## src/rpd_pkg.sv

```systemverilog
// ---------------------------------------------------------------------------
// rpd_pkg
// Types, constants and control structs of the 2x2 RMS pixel downsampler.
// ---------------------------------------------------------------------------
`default_nettype none

package rpd_pkg;

   localparam int MAX_WIDTH_DEFAULT = 4096;
   localparam int WIDTH_W           = 13;
   localparam logic [WIDTH_W-1:0] WIDTH_RESET = 13'd256;
   localparam int ROW_W             = 12;
   localparam int COORD_W           = 11;
   localparam int CHAN_W            = 8;
   localparam int RGB_W             = 24;
   localparam int PAIR_W            = 48;
   localparam int SQ_W              = 16;
   localparam int SUM_W             = 18;
   localparam int ROOT_W            = 9;
   localparam int REM_W             = 10;
   localparam int NUM_CHAN          = 3;
   localparam int SQRT_STEPS        = 9;
   localparam int STEP_W            = 4;
   localparam logic [CHAN_W-1:0] ALPHA = 8'hFF;

   typedef struct packed {
      logic [31:0] in_pixel;
      logic        frame_start;
   } req_type;

   typedef struct packed {
      logic [31:0]        out_pixel;
      logic [COORD_W-1:0] out_col;
      logic [COORD_W-1:0] out_row;
   } rsp_type;

   typedef enum logic [2:0] {
      ST_IDLE,
      ST_SQUARE,
      ST_SUM,
      ST_ROOT,
      ST_DONE
   } ctrl_state_type;

   typedef struct packed {
      logic accept;
      logic square;
      logic load_root;
      logic step_root;
      logic emit;
   } cmd_type;

   typedef struct packed {
      logic emit_item;
      logic out_free;
   } status_type;

endpackage

`default_nettype wire

```

## src/rpd_ctrl.sv

```systemverilog
// ---------------------------------------------------------------------------
// rpd_ctrl
// Sequencer: accept, square, sum, root iterations, hand off to output.
// ---------------------------------------------------------------------------
`default_nettype none

module rpd_ctrl (
   input  wire logic                 clock,
   input  wire logic                 reset,
   input  wire logic                 req_valid,
   output logic                      req_stall,
   input  wire rpd_pkg::status_type  status,
   output rpd_pkg::cmd_type          cmd
);

   rpd_pkg::ctrl_state_type state_ff, state_in;
   logic [rpd_pkg::STEP_W-1:0] step_ff, step_in;

   // next state
   always_comb begin
      state_in = state_ff;
      step_in  = step_ff;
      case (state_ff)
         rpd_pkg::ST_IDLE: begin
            if (req_valid && status.emit_item) begin
               state_in = rpd_pkg::ST_SQUARE;
            end
         end
         rpd_pkg::ST_SQUARE: begin
            state_in = rpd_pkg::ST_SUM;
         end
         rpd_pkg::ST_SUM: begin
            state_in = rpd_pkg::ST_ROOT;
            step_in  = '0;
         end
         rpd_pkg::ST_ROOT: begin
            if (step_ff == rpd_pkg::STEP_W'(rpd_pkg::SQRT_STEPS - 1)) begin
               state_in = rpd_pkg::ST_DONE;
            end
            step_in = step_ff + 1'b1;
         end
         rpd_pkg::ST_DONE: begin
            // hold until the output register is free
            if (status.out_free) begin
               state_in = rpd_pkg::ST_IDLE;
            end
         end
         default: begin
            state_in = rpd_pkg::ST_IDLE;
         end
      endcase
   end

   // outputs
   always_comb begin
      cmd       = '0;
      req_stall = 1'b1;
      case (state_ff)
         rpd_pkg::ST_IDLE: begin
            req_stall  = 1'b0;
            cmd.accept = req_valid;
         end
         rpd_pkg::ST_SQUARE: begin
            cmd.square = 1'b1;
         end
         rpd_pkg::ST_SUM: begin
            cmd.load_root = 1'b1;
         end
         rpd_pkg::ST_ROOT: begin
            cmd.step_root = 1'b1;
         end
         rpd_pkg::ST_DONE: begin
            cmd.emit = status.out_free;
         end
         default: begin
            cmd = '0;
         end
      endcase
   end

   always_ff @(posedge clock) begin
      if (reset) begin
         state_ff <= rpd_pkg::ST_IDLE;
         step_ff  <= '0;
      end else begin
         state_ff <= state_in;
         step_ff  <= step_in;
      end
   end

endmodule

`default_nettype wire

```

## config.mk

```make
export PLATFORM = sky130hd
export DESIGN_NAME = rpd_ctrl
export DESIGN_NICKNAME = d
export VERILOG_FILES = /design/src/rpd_pkg.sv /design/src/rpd_ctrl.sv
export SDC_FILE = /design/constraint.sdc
export NUM_CORES = 1
export LEC_CHECK = 0
export ABC_AREA = 1
export BUFFER_PORTS_ARGS = -buffer_cell sky130_fd_sc_hd__buf_2
export CAP_MARGIN = 15
export CORE_AREA = 8 8 45 47
export CTS_CLUSTER_SIZE = 24
export DETAILED_ROUTE_END_ITERATION = 7
export DIE_AREA = 0 0 53 55
export PLACE_DENSITY = 0.54
export SYNTH_ARGS = -nofsm -noshare
export SYNTH_HDL_FRONTEND = slang
export SYNTH_SLANG_ARGS = --single-unit
```

## constraint.sdc

```tcl
create_clock -name clock -period 1.55 [get_ports clock]
set_clock_uncertainty 0.2 [all_clocks]
set_input_delay 0.31 -clock clock [delete_from_list [all_inputs] [get_ports clock]]
set_output_delay 0.31 -clock clock [all_outputs]
set_load 0.1 [all_outputs]
```

==> results.py <==
metrics = {
    "outcome": {
        "status": "complete, but fails checks",
        "violations": "setup timing",
    },
    "logic_synthesis": {
        "async_flop_share": 0,
        "netlist.area_leader.share": 0.3333,
        "synth.net_count": 67,
        "synthTopCellsByCount": "12 x inv_1, 11 x nand2_1, 7 x dfxtp_1, 6 x nand3_1, 5 x nor2_1",
        "syn_avg_cell_area_um2": 7.007,
        "ys_ff_latch": 7,
        "synth-seq-area-share": 0.3333,
        "synth.area.top_cells": "dfxtp_1 33%, inv_1 11%, nand2_1 9.8%",
        "yosysMostFrequentCell": "inv_1",
        "synth_edf_count": 0,
        "syn_area_um2": 420.4,
        "synth.distinct_cells": 18,
        "yosysWarnings": 0,
        "ys.flop_type": "dfxtp_1",
        "synth_area_leader_cell": "dfxtp_1",
        "postSynthCellCount": 60,
    },
    "final_layout": {
        "multi_input_comb_area_um2": 286.5,
        "final_nets": 91,
        "syn2layout_area_growth_pct": 80.36,
        "final-seq-area_um2": 151.4,
        "drive_above_1_share": 0.5060,
        "nFillCells": 129,
        "antenna_cells": 0,
    },
    "timing": {
        "tns_ps": -411.5,
        "rsz0062_at_grt": "true",
        "fmaxAchievable_ghz": 0.5979,
        "final.setup.worst_slack_ps": -122.6,
        "relSlewSlack": 0.8246,
        "timing.final.crit_share": 1.079,
        "finalHoldViolCount": 0,
        "finalCriticalPeriod_ps": 1673,
        "drv_slew": 0,
        "setup_viol": 5,
        "tightest_slew_ps": 261.2,
    },
    "grt": {
        "grt_pass1_vias": 451,
        "grt_pass1_wl_um": 1662,
        "grt_max_degree": 7,
        "grt_overflow": 0,
        "groute.usage.overall": 0.07663,
        "antenna_found_initial": 0,
    },
    "clocking": {
        "cts_made_buffers": 3,
        "clockRootBuffer": "clkbuf_4",
        "cts_tree": "done",
        "clock_path_buffers": 2,
        "cts_sinks": 7,
        "clk_latency_ps": 250,
        "htree_levels": 1,
        "cts-hold-fix-buffers": 0,
        "cts.clk_slew.worst_paths_ps": 50,
    },
    "critical_path": {
        "worst_r2r_path_depth": 7,
        "worstSetupStartpointType": "register",
        "arrival_ps": 1160,
        "crit_type": "reg2out",
        "reg2reg_to": "state_ff[2]$_SDFFE_PP0P_",
        "cp_max_fo": 6,
        "rr_startpoint": "state_ff[2]$_SDFFE_PP0P_",
        "cp-end-kind": "output port",
        "r2r_setup_slack_ps": 60,
        "critPathRequiredTime_ps": 1040,
    },
    "place": {
        "gp_congestion": 0.7877,
        "dp_hpwl_um": 846.8,
        "portBuffers": 10,
    },
    "route": {
        "drt_first_pass_iters": 4,
        "routed_wl_um": 1090,
        "drtIter0Drc": 21,
        "antenna_left": 0,
        "vias_per_cell": 4.798,
        "wl_per_cell_um": 11.01,
        "drc": 0,
        "vias": 475,
    },
    "floorplan": {
        "dieHeight_um": 55,
        "io_pins": 11,
        "initial_utilization": 0.3038,
        "core_area_um2": 1384,
        "dieArea_um2": 2915,
        "die_w_um": 53,
        "rows": 14,
    },
    "min_path": {
        "hold_path.class": "in2reg",
        "whs_path_depth": 2,
        "hold_end": "state_ff[1]$_SDFFE_PP0P_",
        "worstHoldStart": "reset",
    },
    "power": {
        "power.density_nw_per_um2": 2287,
        "design_power_total_mw": 1.734,
        "ir_worst_vdd_v": 0.0008139,
        "leakage_nw": 0.3124,
    },
    "flow_run": {
        "maxCapViolCount": 0,
    },
}
-- critical path: stages (launching register included) --
cell and delay (ps):
dfxtp_4 370, nor4_4 320, buf_12 210
-- how the worst max path moves through the flow --
stage | start | endpoint | slack [ps] | cells after the start
final | state_ff[1]$_SDFFE_PP0P_ | cmd[0] | -120 | 2
after global routing | state_ff[0]$_SDFFE_PP0P_ | cmd[3] | -160 | 3
after CTS | state_ff[0]$_SDFFE_PP0P_ | cmd[4] | -130 | 4
after detailed placement | state_ff[1]$_SDFFE_PP0P_ | cmd[2] | 60 | 3
after global placement | state_ff[1]$_SDFFE_PP0P_ | cmd[2] | 90 | 3
after floorplan | state_ff[1]$_SDFFE_PP0P_ | cmd[0] | -480 | 2
-- per-stage QoR --
stage / util / hold slack [ps] / setup slack [ps] / cell area (um2) / instances
global route: 0.5479 / 93.52 / -163.2 / 758.2 / 99
finish: 0.5479 / 96.01 / -122.6 / 758.2 / 99
global placement: 0.4774 / 293.1 / 85.23 / 660.6 / 88
CTS: 0.5326 / 92.67 / -132.6 / 737.0 / 97
floorplan: - / 175.2 / -478.5 / 489.2 / 60
detailed placement: 0.4774 / 293.2 / 60.04 / 660.6 / 88
-- registers in the layout (all words and copies together) (netlist names) --
register  count
state_ff      3
step_ff       4
-- repair_timing --
action,CTS,global route
buffers inserted,5,2
resized for setup,5,3
endpoints found under the setup margin,6,6
pin swaps,4,3
-- placed cells by master (no fill, tap or decap) --
master,instances
nand4_1,2
nand2_2,2
buf_2,4
nand2_8,1
clkinvlp_4,1
nand3_1,5
nor3_4,1
dfxtp_4,3
clkbuf_1,1
buf_4,8
nand3_2,2
nand2_1,10
o21ai_0,1
o21bai_1,1
inv_2,3
nor2_4,3
a21oi_1,4
clkbuf_4,3
inv_1,7
buf_6,2
nor4_4,1
dfxtp_1,4
inv_4,1
ha_1,2
buf_12,6
a211oi_2,1
a31oi_1,1
nor2_1,3
-- area by class of cell --
cell class,instances,area share
clock buffer,4,0.03465
inverter,12,0.06766
multi-input combinational,40,0.3779
sequential,7,0.1997
tap,16,0.02640
timing repair buffer,20,0.2937
-- kinds of logic after synthesis --
group,Yosys count,share of synthesized area
compound gates,8,0.1220
flops,7,0.3333
fa+ha+maj,2,0.05951
buf+inv,13,0.1339
simple gates,30,0.3512
-- power breakdown --
| part | leakage [nW] | switching [mW] | internal [mW] | total [mW] |
|---|---|---|---|---|
| sequential | 0.0590 | 0.0765 | 0.230 | 0.307 |
| combinational | 0.238 | 0.771 | 0.492 | 1.26 |
| clock | 0.0150 | 0.0667 | 0.0982 | 0.165 |
| total | 0.312 | 0.914 | 0.820 | 1.73 |
-- per-layer routing --
layer  track usage  wire length [um]
met1       0.07634               462
met2        0.1309               509
met3       0.01872                94
met4       0.06897                24
met5             0                 0
(Power assumes the default switching activity.)
